[src/rtl/core/owm_pkg.sv]
`timescale 1ns / 1ps
// ----------------------------------------------------------------------------
// owm_pkg
// Types and codes shared by the 1-Wire bus master modules.
// ----------------------------------------------------------------------------
package owm_pkg;

    // request codes carried in req_type
    localparam logic [1:0] REQ_TICK  = 2'd0;
    localparam logic [1:0] REQ_RESET = 2'd1;
    localparam logic [1:0] REQ_WRITE = 2'd2;
    localparam logic [1:0] REQ_READ  = 2'd3;

    // configuration register indexes
    localparam logic [2:0] CFG_RESET_LOW      = 3'd0;
    localparam logic [2:0] CFG_RESET_RELEASE  = 3'd1;
    localparam logic [2:0] CFG_PRESENCE_OFS   = 3'd2;
    localparam logic [2:0] CFG_W1_LOW         = 3'd3;
    localparam logic [2:0] CFG_W1_HIGH        = 3'd4;
    localparam logic [2:0] CFG_W0_LOW         = 3'd5;
    localparam logic [2:0] CFG_W0_HIGH        = 3'd6;
    localparam logic [2:0] CFG_READ_LOW       = 3'd7;

    localparam int CFG_DATA_W = 16;
    localparam int CFG_IDX_W  = 3;

    typedef struct packed {
        logic [1:0] req_type;
        logic [7:0] write_data;
        logic       bus_level;
    } owm_in_t;

    typedef struct packed {
        logic       drive_low;
        logic       busy_res;
        logic       done_res;
        logic       presence;
        logic [7:0] read_data;
        logic       rejected;
    } owm_out_t;

    typedef struct packed {
        logic [15:0] reset_low_ticks;
        logic [15:0] reset_release_ticks;
        logic [15:0] presence_sample_offset;
        logic [11:0] write_one_low_ticks;
        logic [11:0] write_one_high_ticks;
        logic [11:0] write_zero_low_ticks;
        logic [11:0] write_zero_high_ticks;
        logic [11:0] read_low_ticks;
    } owm_cfg_t;

endpackage

[src/rtl/core/owm_cfg_regs.sv]
`timescale 1ns / 1ps
// ----------------------------------------------------------------------------
// owm_cfg_regs
// Slot timing registers, written through a plain write port.
// ----------------------------------------------------------------------------
module owm_cfg_regs
    import owm_pkg::*;
(
    input  logic                  clk,
    input  logic                  rst_n,
    input  logic                  cfg_we,
    input  logic [CFG_IDX_W-1:0]  cfg_index,
    input  logic [CFG_DATA_W-1:0] cfg_data,
    output owm_cfg_t              cfg
);

    owm_cfg_t cfg_reg;
    owm_cfg_t cfg_next;

    always_comb
    begin
        cfg_next = cfg_reg;
        if (cfg_we)
        begin
            case (cfg_index)
                CFG_RESET_LOW:     cfg_next.reset_low_ticks        = cfg_data;
                CFG_RESET_RELEASE: cfg_next.reset_release_ticks    = cfg_data;
                CFG_PRESENCE_OFS:  cfg_next.presence_sample_offset = cfg_data;
                CFG_W1_LOW:        cfg_next.write_one_low_ticks    = cfg_data[11:0];
                CFG_W1_HIGH:       cfg_next.write_one_high_ticks   = cfg_data[11:0];
                CFG_W0_LOW:        cfg_next.write_zero_low_ticks   = cfg_data[11:0];
                CFG_W0_HIGH:       cfg_next.write_zero_high_ticks  = cfg_data[11:0];
                CFG_READ_LOW:      cfg_next.read_low_ticks         = cfg_data[11:0];
                default:           cfg_next = cfg_reg;
            endcase
        end
    end

    always_ff @(posedge clk or negedge rst_n)
    begin
        if (!rst_n)
        begin
            cfg_reg.reset_low_ticks        <= 16'd3812;
            cfg_reg.reset_release_ticks    <= 16'd3897;
            cfg_reg.presence_sample_offset <= 16'd0;
            cfg_reg.write_one_low_ticks    <= 12'd40;
            cfg_reg.write_one_high_ticks   <= 12'd500;
            cfg_reg.write_zero_low_ticks   <= 12'd470;
            cfg_reg.write_zero_high_ticks  <= 12'd60;
            cfg_reg.read_low_ticks         <= 12'd44;
        end
        else
        begin
            cfg_reg <= cfg_next;
        end
    end

    assign cfg = cfg_reg;

endmodule

[src/rtl/core/owm_seq.sv]
`timescale 1ns / 1ps
// ----------------------------------------------------------------------------
// owm_seq
// Slot sequencer: bus reset, byte write and byte read timing, one item
// per cycle while en is high, with the result formed from the updated state.
// ----------------------------------------------------------------------------
module owm_seq
    import owm_pkg::*;
#(
    parameter int READ_SAMPLE_TICKS   = 70,
    parameter int READ_RECOVERY_TICKS = 443
)
(
    input  logic     clk,
    input  logic     rst_n,
    input  logic     en,
    input  owm_in_t  item,
    input  owm_cfg_t cfg,
    output owm_out_t result
);

    localparam logic [1:0] PH_IDLE    = 2'd0;
    localparam logic [1:0] PH_LOW     = 2'd1;
    localparam logic [1:0] PH_RELEASE = 2'd2;

    localparam logic [15:0] RD_SAMPLE = 16'(READ_SAMPLE_TICKS);
    localparam logic [15:0] RD_LEN    = 16'(READ_SAMPLE_TICKS + READ_RECOVERY_TICKS);

    logic [1:0]  phase_reg,     phase_next;
    logic [1:0]  op_reg,        op_next;
    logic [15:0] cnt_reg,       cnt_next;
    logic [2:0]  bit_reg,       bit_next;
    logic [7:0]  shift_reg,     shift_next;
    logic        presence_reg,  presence_next;
    logic [7:0]  last_rd_reg,   last_rd_next;

    logic [15:0] low_len;
    logic [15:0] rel_len;
    logic [15:0] cnt_inc;
    logic [15:0] sample_at;
    logic        done;
    logic        rejected;

    always_comb
    begin
        case (op_reg)
            REQ_RESET: low_len = cfg.reset_low_ticks;
            REQ_WRITE: low_len = shift_reg[0] ? 16'(cfg.write_one_low_ticks)
                                              : 16'(cfg.write_zero_low_ticks);
            default:   low_len = 16'(cfg.read_low_ticks);
        endcase
        case (op_reg)
            REQ_RESET: rel_len = cfg.reset_release_ticks;
            REQ_WRITE: rel_len = shift_reg[0] ? 16'(cfg.write_one_high_ticks)
                                              : 16'(cfg.write_zero_high_ticks);
            default:   rel_len = RD_LEN;
        endcase
    end

    // presence sample index, clamped to the last released tick
    always_comb
    begin
        if (cfg.reset_release_ticks == 16'd0)
            sample_at = 16'd0;
        else if (cfg.presence_sample_offset >= cfg.reset_release_ticks)
            sample_at = cfg.reset_release_ticks - 16'd1;
        else
            sample_at = cfg.presence_sample_offset;
    end

    assign cnt_inc = cnt_reg + 16'd1;

    always_comb
    begin
        phase_next    = phase_reg;
        op_next       = op_reg;
        cnt_next      = cnt_reg;
        bit_next      = bit_reg;
        shift_next    = shift_reg;
        presence_next = presence_reg;
        last_rd_next  = last_rd_reg;
        done          = 1'b0;
        rejected      = 1'b0;

        if (item.req_type == REQ_TICK)
        begin
            case (phase_reg)
                PH_LOW:
                begin
                    cnt_next = cnt_inc;
                    if (cnt_inc >= low_len)
                    begin
                        phase_next = PH_RELEASE;
                        cnt_next   = 16'd0;
                    end
                end
                PH_RELEASE:
                begin
                    if (op_reg == REQ_RESET && cnt_reg == sample_at)
                        presence_next = !item.bus_level;
                    if (op_reg == REQ_READ && cnt_reg == RD_SAMPLE)
                        shift_next = {item.bus_level, shift_reg[7:1]};
                    cnt_next = cnt_inc;
                    if (cnt_inc >= rel_len)
                    begin
                        cnt_next = 16'd0;
                        if (op_reg == REQ_RESET)
                        begin
                            phase_next = PH_IDLE;
                            done       = 1'b1;
                        end
                        else
                        begin
                            if (op_reg == REQ_WRITE)
                                shift_next = {1'b0, shift_reg[7:1]};
                            if (bit_reg == 3'd7)
                            begin
                                bit_next   = 3'd0;
                                phase_next = PH_IDLE;
                                done       = 1'b1;
                                if (op_reg == REQ_READ)
                                    last_rd_next = shift_next;
                            end
                            else
                            begin
                                bit_next   = bit_reg + 3'd1;
                                phase_next = PH_LOW;
                            end
                        end
                    end
                end
                default:
                begin
                    phase_next = phase_reg;
                end
            endcase
        end
        else if (phase_reg != PH_IDLE)
        begin
            rejected = 1'b1;
        end
        else
        begin
            op_next    = item.req_type;
            phase_next = PH_LOW;
            cnt_next   = 16'd0;
            bit_next   = 3'd0;
            if (item.req_type == REQ_RESET)
                presence_next = 1'b0;
            shift_next = (item.req_type == REQ_WRITE) ? item.write_data : 8'd0;
        end
    end

    always_ff @(posedge clk or negedge rst_n)
    begin
        if (!rst_n)
        begin
            phase_reg    <= PH_IDLE;
            op_reg       <= REQ_TICK;
            cnt_reg      <= 16'd0;
            bit_reg      <= 3'd0;
            shift_reg    <= 8'd0;
            presence_reg <= 1'b0;
            last_rd_reg  <= 8'd0;
        end
        else if (en)
        begin
            phase_reg    <= phase_next;
            op_reg       <= op_next;
            cnt_reg      <= cnt_next;
            bit_reg      <= bit_next;
            shift_reg    <= shift_next;
            presence_reg <= presence_next;
            last_rd_reg  <= last_rd_next;
        end
    end

    always_comb
    begin
        result.drive_low = (phase_next == PH_LOW);
        result.busy_res  = (phase_next != PH_IDLE);
        result.done_res  = done;
        result.presence  = presence_next;
        result.read_data = last_rd_next;
        result.rejected  = rejected;
    end

endmodule

[src/rtl/core/one_wire_bus_master.sv]
`timescale 1ns / 1ps
// ----------------------------------------------------------------------------
// one_wire_bus_master
// Timed 1-Wire master: bus reset, byte write and byte read slots driven by
// tick items that carry the sampled line level.
//
// Request channel (req_valid / req_stall / req_item): each item is a tick or
// a command (bus reset, write byte, read byte). Result channel (res_valid /
// res_stall / res_item): exactly one result per item, in order, giving the
// line drive, busy, done, presence, last read byte and a reject flag for a
// command that arrived while a sequence was running.
// An accepted item lands in the input register; the sequencer updates its
// state and writes the result register from it. One item per cycle is
// sustained while the receiver does not stall, with the sequencer update
// between the two registers.
// When the receiver stalls the result holds, the input register keeps the
// next item and req_stall rises only while both registers are full. Reset
// empties both registers, idles the sequencer and loads the timing registers
// with their default values. The user must write them through cfg_we /
// cfg_index / cfg_data only while the block is idle (not enforced).
// ----------------------------------------------------------------------------
module one_wire_bus_master
    import owm_pkg::*;
#(
    parameter int READ_SAMPLE_TICKS   = 70,
    parameter int READ_RECOVERY_TICKS = 443
)
(
    input  logic                  clk,
    input  logic                  rst_n,
    input  logic                  req_valid,
    output logic                  req_stall,
    input  owm_in_t               req_item,
    output logic                  res_valid,
    input  logic                  res_stall,
    output owm_out_t              res_item,
    input  logic                  cfg_we,
    input  logic [CFG_IDX_W-1:0]  cfg_index,
    input  logic [CFG_DATA_W-1:0] cfg_data
);

    owm_cfg_t cfg;
    owm_in_t  in_item_reg;
    logic     in_valid_reg;
    owm_out_t res_item_reg;
    logic     res_valid_reg;
    owm_out_t seq_result;
    logic     pipe_adv;
    logic     seq_en;

    assign pipe_adv  = !res_valid_reg || !res_stall;
    assign seq_en    = in_valid_reg && pipe_adv;
    assign req_stall = in_valid_reg && !pipe_adv;

    owm_cfg_regs u_cfg (
        .clk       (clk),
        .rst_n     (rst_n),
        .cfg_we    (cfg_we),
        .cfg_index (cfg_index),
        .cfg_data  (cfg_data),
        .cfg       (cfg)
    );

    owm_seq #(
        .READ_SAMPLE_TICKS   (READ_SAMPLE_TICKS),
        .READ_RECOVERY_TICKS (READ_RECOVERY_TICKS)
    ) u_seq (
        .clk    (clk),
        .rst_n  (rst_n),
        .en     (seq_en),
        .item   (in_item_reg),
        .cfg    (cfg),
        .result (seq_result)
    );

    always_ff @(posedge clk or negedge rst_n)
    begin
        if (!rst_n)
        begin
            in_valid_reg  <= 1'b0;
            res_valid_reg <= 1'b0;
        end
        else
        begin
            if (!req_stall)
                in_valid_reg <= req_valid;
            if (pipe_adv)
                res_valid_reg <= in_valid_reg;
        end
    end

    // payload registers
    always_ff @(posedge clk)
    begin
        if (req_valid && !req_stall)
            in_item_reg <= req_item;
        if (seq_en)
            res_item_reg <= seq_result;
    end

    assign res_valid = res_valid_reg;
    assign res_item  = res_item_reg;

endmodule

[config.mk]
export PLATFORM = sky130hd
export DESIGN_NAME = one_wire_bus_master
export DESIGN_NICKNAME = d
export VERILOG_FILES = /design/src/rtl/core/owm_pkg.sv /design/src/rtl/core/owm_cfg_regs.sv /design/src/rtl/core/owm_seq.sv /design/src/rtl/core/one_wire_bus_master.sv
export SDC_FILE = /design/constraint.sdc
export NUM_CORES = 1
export LEC_CHECK = 0
export BUFFER_PORTS_ARGS = -buffer_cell sky130_fd_sc_hd__buf_2
export CAP_MARGIN = 20
export CORE_UTILIZATION = 30
export CTS_CLUSTER_SIZE = 12
export DETAILED_ROUTE_END_ITERATION = 7
export GPL_TIMING_DRIVEN = 0
export REMOVE_ABC_BUFFERS = 1
export SLEW_MARGIN = 10
export SYNTH_ARGS = -nofsm -noshare
export SYNTH_HDL_FRONTEND = slang
export SYNTH_HIERARCHICAL = 1
export SYNTH_SLANG_ARGS = --single-unit
export TNS_END_PERCENT = 1
[constraint.sdc]
create_clock -name clk -period 5.11 [get_ports clk]
set_input_delay 0.7665 -clock clk [delete_from_list [all_inputs] [get_ports clk]]
set_output_delay 0.7665 -clock clk [all_outputs]
set_load 0.01 [all_outputs]
---- Yosys cells after proc, flatten, opt, wreduce, memory -nomap -nowiden ----
Index checks and enable logic that the tools add are counted.
operators by class
  $add $sub $neg .......................... 3
  $mul .................................... 0
  divide/modulo/power cells ............... 0
  magnitude comparators ................... 3
  equality and inequality tests ........... 23
  shift-type cells ........................ 0
  mux-type cells .......................... 46
  bitwise operators ....................... 2
  reduce and logical (&&, ||, !) cells .... 29
operator list
  kind                   number
  $mux 8                 14
  $mux 16                6
  $pmux 16 s2            3
  $ge 16x16->1           3
  $mux 12                2
  $mux 3                 6
  $add 16x1->16 const B  1
  $eq 16x16->1           1
  $eq 16x7->1 const B    1
  $logic_not 16->1       1
  $reduce_and 2->1       8
  $sub 16x1->16 const B  1
  $eq 3x3->1 const B     5
  $reduce_and 3->1       4
  $mux 2                 5
  $mux 1                 9
  $eq 2x1->1 const B     4
  $eq 2x2->1 const B     4
  $eq 3x2->1 const B     2
  $ne 2x2->1 const B     3
  $logic_and 1x1->1      5
  $logic_not 1->1        5
  $reduce_and 5->1       1
  $pmux 2 s2             1
  9 further kinds        11
word-level totals
  bits in registers ....................... 174
  bits in latches ......................... 0
  bits in writable memories ............... 0
  bits in read-only memories .............. 0
  input bits .............................. 35
  output and inout port bits .............. 15
  memories kept ........................... 0

---- Longest topological paths before layout ----
Gate-level depths: netlist of run 1.
  depth in word-level cells ............... 10
  depth in mapped cells ................... 17
  depth with buffers taken out ............ 16

---- Modules after synthesis ----
Netlist of run 1, hierarchy kept.
by module, submodules not included
  module               instances  cells each  area an instance (µm²)  seq. area each (µm²)
  owm_seq              1          623         5335.1                  1001.0
  owm_cfg_regs         1          234         4146.5                  2747.6
  one_wire_bus_master  1          32          813.3                   770.7

---- Least setup slack after synthesis of run 1 ----
No wires, ideal clock.
  path type ............................... reg-to-reg
  start point ............................. reg u_seq.cnt_reg[4]
  end point ............................... reg u_seq.last_rd_reg[0]
  data arrival time ....................... 4.092 ns
  data required time ...................... 4.985 ns
  setup slack ............................. 0.893 ns
  stages on the path, launching flop included .. 17
  path buffers ............................ 2
  period minus slack after synthesis ...... 4.217 ns
  path through ............................ dfrtp_1 > clkbuf_1 > and3_1 > nand3_1 > nor2_1 > and3_1 > nand3_1 > xnor2_1 > ha_1 > a21o_1 > a21o_1 > a2111oi_0 > o22ai_1 > and4_1 > clkbuf_1 > nand2_1 > mux2_2
between the ends
  word-level cells in the longest chain between the ends .. 10
ends and longest elaborated chain
  element                                                                RTL line        text
  from (decl)                                                            owm_seq.sv:31   logic [15:0] cnt_reg, cnt_next;
  from (signal assigned)                                                 owm_seq.sv:170  cnt_reg <= cnt_next;
  parallel branches: the longest is 7 deep, another holds $add 16x1->16  --
  $mux 8 (*)                                                             owm_seq.sv:104  if (cnt_inc >= rel_len)
  $mux 8 (*)                                                             owm_seq.sv:87   case (phase_reg)
  $mux 8 (*)                                                             owm_seq.sv:85   if (item.req_type == REQ_TICK)
  to (signal assigned)                                                   owm_seq.sv:174  last_rd_reg <= last_rd_next;
  to (decl)                                                              owm_seq.sv:35   logic [7:0] last_rd_reg, last_rd_next;
Mark *: on every way between the ends.
A chain may end at the register's enable or synchronous reset.

---- Worst setup path after layout of run 1 ----
  start point ............................. reg u_seq.cnt_reg[4]
  end point ............................... reg u_seq.last_rd_reg[1]
The elaborated chain is that of the path after synthesis.

==> results.tsv, run 1 <==
metric	value	unit
grt_max_degree	111	
hold_class	in -> async	
post-route-period-util	92.2	%
clkSlewWorstSetupHoldPaths	0.07	ns
synth-main-ff-cell	dfrtp_1	
cts_buffers	17	
drt_wl_total	25100	um
async_flop_share	86.2	%
ant_nets	0	
start_kind	register	
hold_slack	0.209	ns
critPathMaxFanout	9	
critical_path_class	reg -> reg	
synth.distinct_cells	80	
first_global_vias	7208	
final_nets	1008	
die_h	187	um
p_int	3.26	mW
port_buffers	49	
post_cts_buffers	0	
leakage	4.92	nW
io_pins	50	
syn_inst	889	
largest_reg_flops	108	
p_switching	1.85	mW
reg2reg_slack	0.40	ns
required	5.42	ns
power.share.clock	25.9	%
r2r_cells	15	
firstDrtPassIters	4	
ir_worst_vdd	188	uV
vias	7246	
synth_common_cells	156 x mux2_2, 114 x dfrtp_1, 62 x ha_1, 51 x nand2_1, 36 x dfstp_2	
clock-sinks	174	
synth_top_area_cell	dfrtp_1	
drive_above_1_share	33.3	%
endpoint_kind	register	
wl_per_cell	18.3	um
synth_top_area_share	27.7	%
gp_congestion	0.856	
initial_core_util	30.6	%
power_density	441	nW/um^2
insertion_delay	0.44	ns
fmax	0.212	GHz
n_antenna_cell	0	
hold_viol	0	
avgSynthCellArea	11.6	um^2
ys_ff_latch	174	
cp.arrival	5.02	ns
fin_worst_skew	0.0147	ns
overflow	0	
antenna_found_initial	0	
period_needed	4.71	ns
cap_viol_max_count	0	
drt_iter0_drc	472	
comb_power_share	36.6	%
cts_root_buf	clkbuf_16	
grt_pass1_wl	40600	um
routed_via_density	5.28	
dieArea	35100	um^2
cts_tree	done	
grt.total_usage	14.7	%
clockBufferDepth	2	
drc	0	
num_rows	67	
ys_warn_count	6	
rsz0062_at_grt	no	
swShare	36.2	%
hpwl	18300	um
synth_edf_count	24	
synth_area_leaders	dfrtp_1 28%, mux2_2 17%, dfstp_2 9.2%	
r2r-start	u_seq/cnt_reg[4]$_DFFE_PN0P_	
r2r_end	u_seq/last_rd_reg[1]$_DFFE_PN0P_	
p_seq_share	37.5	%
drv_slew	0	
post-synth-top-count-cell	mux2_2	
setup_ws	0.399	ns
outcome	finished clean	
place_ws	-0.180	ns
worst_pin_slew	1.08	ns
seq_area_frac_synth	43.9	%
htree_levels	4	
fp.dieW	187	um
relSlewSlack	27.6	%
core	33600	um^2
setup-violations-final	0	
area_delta_synth_final	12.5	%
netlist_area	10300	um^2
## kinds of logic (layout without fill, tap and decap cells)
kind of cell             after synthesis  in the layout  synth area share [%]
AO/OA/AOI/OAI                        179            179                  13.4
XOR/XNOR                              32             32                  2.72
adder cells (fa/ha/maj)               62             62                  7.54
buffers and inverters                 87            122                  3.80
flip-flops                           174            174                  43.9
multiplexers                         164            164                  17.8
AND/OR/NAND/NOR                      191            191                  10.8
## metal layers
layer,track usage (%),part of all wire [%],wire length [um]
met5,0,0,0
met3,2.06,3.4,845
met4,6.34,2.6,653
met2,23.7,47,11900
met1,19.7,47,11700
## per-stage QoR
step | total power, mW | util, % | cells | TNS (ns) | cell area [um^2]
after global routing | 5.42 | 34.4 | 1372 | 0 | 11600
after global placement | 3.71 | 32.2 | 1332 | -10.50 | 10800
final | 5.11 | 34.4 | 1372 | 0 | 11600
after CTS | 5.14 | 34.4 | 1371 | 0 | 11600
after floorplan | 3.17 | - | 835 | 0 | 10000
after detailed placement | 3.77 | 32.5 | 1338 | -1.37 | 10900
## layout make-up
cell class / count / area [um^2]
inverters: 33 / 128
repair inverters: 1 / 5.00
well taps: 448 / 561
flip-flops and latches: 174 / 4520
fillers: 3331 / 22000
multi-input cells: 628 / 5400
clock inverters: 12 / 121
repair buffers: 56 / 362
clock buffers: 20 / 478
## layout by cell type, fill, tap and decap left out, types with 12 or more instances in the layout
cell type / count
inv_1: 32
xnor2_1: 23
buf_2: 48
dfstp_2: 36
clkbuf_16: 18
a221o_1: 14
a21oi_1: 15
ha_1: 60
a22o_1: 13
nand2_1: 50
nor2_1: 24
nand4_1: 15
dfrtp_1: 113
o21ai_0: 25
mux2_2: 156
a21o_1: 19
edfxtp_1: 24
nand3_1: 21
a32o_1: 12
## critical path, stage by stage (launching register included)
cell	delay (ns)
dfrtp_1	0.54
and3_1	0.21
nand3_1	0.15
nor2_1	0.33
nand3_1	0.15
xnor2_1	0.37
ha_1	0.33
a21o_1	0.19
a21o_1	0.17
a21oi_1	0.28
nor2_1	0.10
a2111oi_2	0.41
o22ai_1	0.29
and4_2	0.44
nand2_2	0.24
mux2_2	0.37
## what timing repair did
item,CTS,global route
resized for setup,4,3
hold buffers,0,0
gates cloned,1,0
setup endpoints to repair,8,24
## worst max path at each step
stage	startpoint	end	slack, ns	cells after the start
after floorplan	u_seq/shift_reg[0]$_DFFE_PN0P_	u_seq/last_rd_reg[0]$_DFFE_PN0P_	1.04	12
after global placement	u_seq/op_reg[1]$_DFFE_PN0P_	u_seq/last_rd_reg[3]$_DFFE_PN0P_	-0.50	13
after detailed placement	u_seq/op_reg[0]$_DFFE_PN0P_	u_seq/last_rd_reg[1]$_DFFE_PN0P_	-0.18	13
after CTS	u_seq/cnt_reg[0]$_DFFE_PN0P_	u_seq/last_rd_reg[1]$_DFFE_PN0P_	0.12	15
after global routing	u_seq/cnt_reg[4]$_DFFE_PN0P_	u_seq/last_rd_reg[2]$_DFFE_PN0P_	0.06	15
final	u_seq/cnt_reg[4]$_DFFE_PN0P_	u_seq/last_rd_reg[1]$_DFFE_PN0P_	0.40	15
## power groups by stage
stage	Clock, mW	Sequential (mW)	Combinational [mW]
3_5_place_dp	0	1.94	1.83
4_1_cts	1.36	1.92	1.87
6_report	1.32	1.92	1.87
3_3_place_gp	0	1.94	1.77
5_1_grt	1.41	1.95	2.05
2_1_floorplan	0	1.86	1.31
No activity file was read; power rests on OpenSTA's default activity.
==> run 2: changes to the inputs <==
- BUFFER_PORTS_ARGS: -buffer_cell sky130_fd_sc_hd__buf_2 -> -buffer_cell sky130_fd_sc_hd__buf_4
==> results.tsv, run 2 (synthesis results as in run 1) <==
metric	value	unit	change
outcome	finished clean		
post-route-period-util	94.7	%	+2.5 points
final_cell_mix	156 x mux2_2, 113 x dfrtp_1, 60 x ha_1		
area_delta_synth_final	14.1	%	
largest_reg_flops	108		unchanged
antenna_found_initial	0		unchanged
hold_viol	0		unchanged
setup-violations-final	0		unchanged
hold_slack	0.212	ns	+0.00316 ns
die_h	187	um	unchanged
fin_tns_setup	0	ns	unchanged
stdcell_count	1372		unchanged
leakage	4.98	nW	+1.2%
first_global_vias	7106		-1.4%
worst_pin_slew	1.03	ns	-0.0521 ns
cts_buffers	17		unchanged
hold_class	in -> async		
wl_per_cell	18.3	um	+0.27%
clkSlewWorstSetupHoldPaths	0.07	ns	about the same
cap_viol_max_count	0		unchanged
overflow	0		unchanged
cts_tree	done		
io_pins	50		unchanged
drt_iter0_drc	460		-2.5%
fp.dieW	187	um	unchanged
initial_core_util	30.6	%	unchanged
layout_commonest_cell	mux2_2		
cpPeakStageDelay	0.55	ns	about the same
n_antenna_cell	0		unchanged
critPathSlowestCell	dfrtp_1		
utilization	34.9	%	+0.50 points
htree_levels	4		unchanged
dieArea	35100	um^2	unchanged
gp_congestion	0.852		-0.47%
final_nets	1008		unchanged
grt_pass1_wl	40200	um	-0.92%
cts_root_buf	clkbuf_16		
place_ws	-0.130	ns	+0.0496 ns
routed_via_density	5.31		+0.59%
port_buffers	49		unchanged
power_density	445	nW/um^2	+0.97%
endpoint_kind	register		
drc	0		unchanged
fin_worst_skew	0.0110	ns	-0.00378 ns
hpwl	18100	um	-1.1%
start_kind	register		
insertion_delay	0.44	ns	about the same
fmax	0.207	GHz	-2.6%
drv_slew	0		unchanged
path_cells	ha_1 -> nand3_1 -> nor2_1 -> and3_1 -> nand3_1 -> xnor2_1 -> ha_1 -> a21o_1 -> a21oi_1 -> nor2_1 -> a2111oi_2 -> o22ai_1 -> and4_1 -> nand2_2 -> mux2_2		
ir_worst_vdd	238	uV	+26%
clock-sinks	174		unchanged
grt_max_degree	110		-0.90%
drt_wl_total	25200	um	+0.27%
period_needed	4.84	ns	+0.127 ns
drive_above_1_share	33.2	%	-0.11 points
ant_nets	0		unchanged
required	5.42	ns	about the same
num_rows	67		unchanged
grt.total_usage	14.6	%	-0.12 points
critPathMaxFanout	9		unchanged
setup_ws	0.272	ns	-0.127 ns
dp.cells	1336		-0.15%
rsz0062_at_grt	no		
cp.arrival	5.15	ns	+0.13 ns
firstDrtPassIters	5		+1
clockBufferDepth	2		unchanged
critical_path_class	reg -> reg		
core	33600	um^2	unchanged
relSlewSlack	31.1	%	+3.5 points
reg2reg_slack	0.27	ns	-0.13 ns
vias	7289		+0.59%
## run 2: worst paths after layout
kind                                              start                                to  cells after the start
max                        u_seq/cnt_reg[1]$_DFFE_PN0P_  u_seq/last_rd_reg[3]$_DFFE_PN0P_                     15
min                                               rst_n  u_seq/last_rd_reg[5]$_DFFE_PN0P_                      1
max reg2reg                u_seq/cnt_reg[1]$_DFFE_PN0P_  u_seq/last_rd_reg[3]$_DFFE_PN0P_                     15
min reg2reg                    in_valid_reg$_DFFE_PN0N_             res_valid$_DFFE_PN0P_                      1
max in group asynchronous                         rst_n         u_cfg/cfg[51]$_DFFE_PN1P_                      2
min in group clk               in_valid_reg$_DFFE_PN0N_             res_valid$_DFFE_PN0P_                      1
## run 2: layer usage
metal | vias up | wire [um] | global-route usage, %
li1 | 3415 | - | -
met1 | 3693 | 11700 | 19.5
met2 | 154 | 12100 | 23.8
met3 | 27 | 900 | 2.35
met4 | 0 | 459 | 5.14
met5 | - | 0 | 0
## run 2: cell type report
type | count | area (um^2)
Inverter | 33 | 128
Timing Repair Buffer | 56 | 482
Tap cell | 448 | 561
Clock buffer | 18 | 439
Fill cell | 3300 | 21900
Sequential cell | 174 | 4520
Multi-Input combinational cell | 628 | 5400
Clock inverter | 14 | 208
Timing Repair inverter | 1 | 5.00
## run 2: through the flow
step	total power [mW]	instance area [um^2]
2_1_floorplan	3.17	10000
3_3_place_gp	3.72	11000
3_5_place_dp	3.77	11000
4_1_cts	5.25	11700
5_1_grt	5.55	11700
6_report	5.23	11700
## run 2: timing repair
action | 4_1_cts | 5_1_grt
setup endpoints to repair | 8 | 15
setup buffers | 0 | 0
hold buffers | 0 | 0
cloned | 1 | 0
gates resized for setup | 3 | 3
pin swaps | 0 | 0
## run 2: worst max-delay path: cells and delay by family, from the launching register on
kind	cells	cell delay (ns)
multiplexers	1	0.37
AO/OA/AOI/OAI	4	1.19
AND/OR/NAND/NOR	7	1.68
adder cells (fa/ha/maj)	2	0.57
flip-flops	1	0.55
XOR/XNOR	1	0.36
## run 2: power breakdown
part / total (mW) / switching (mW) / internal (mW)
logic: 1.89 / 1.04 / 0.847
clock network: 1.43 / 0.586 / 0.842
registers: 1.91 / 0.227 / 1.69
total: 5.23 / 1.85 / 3.38
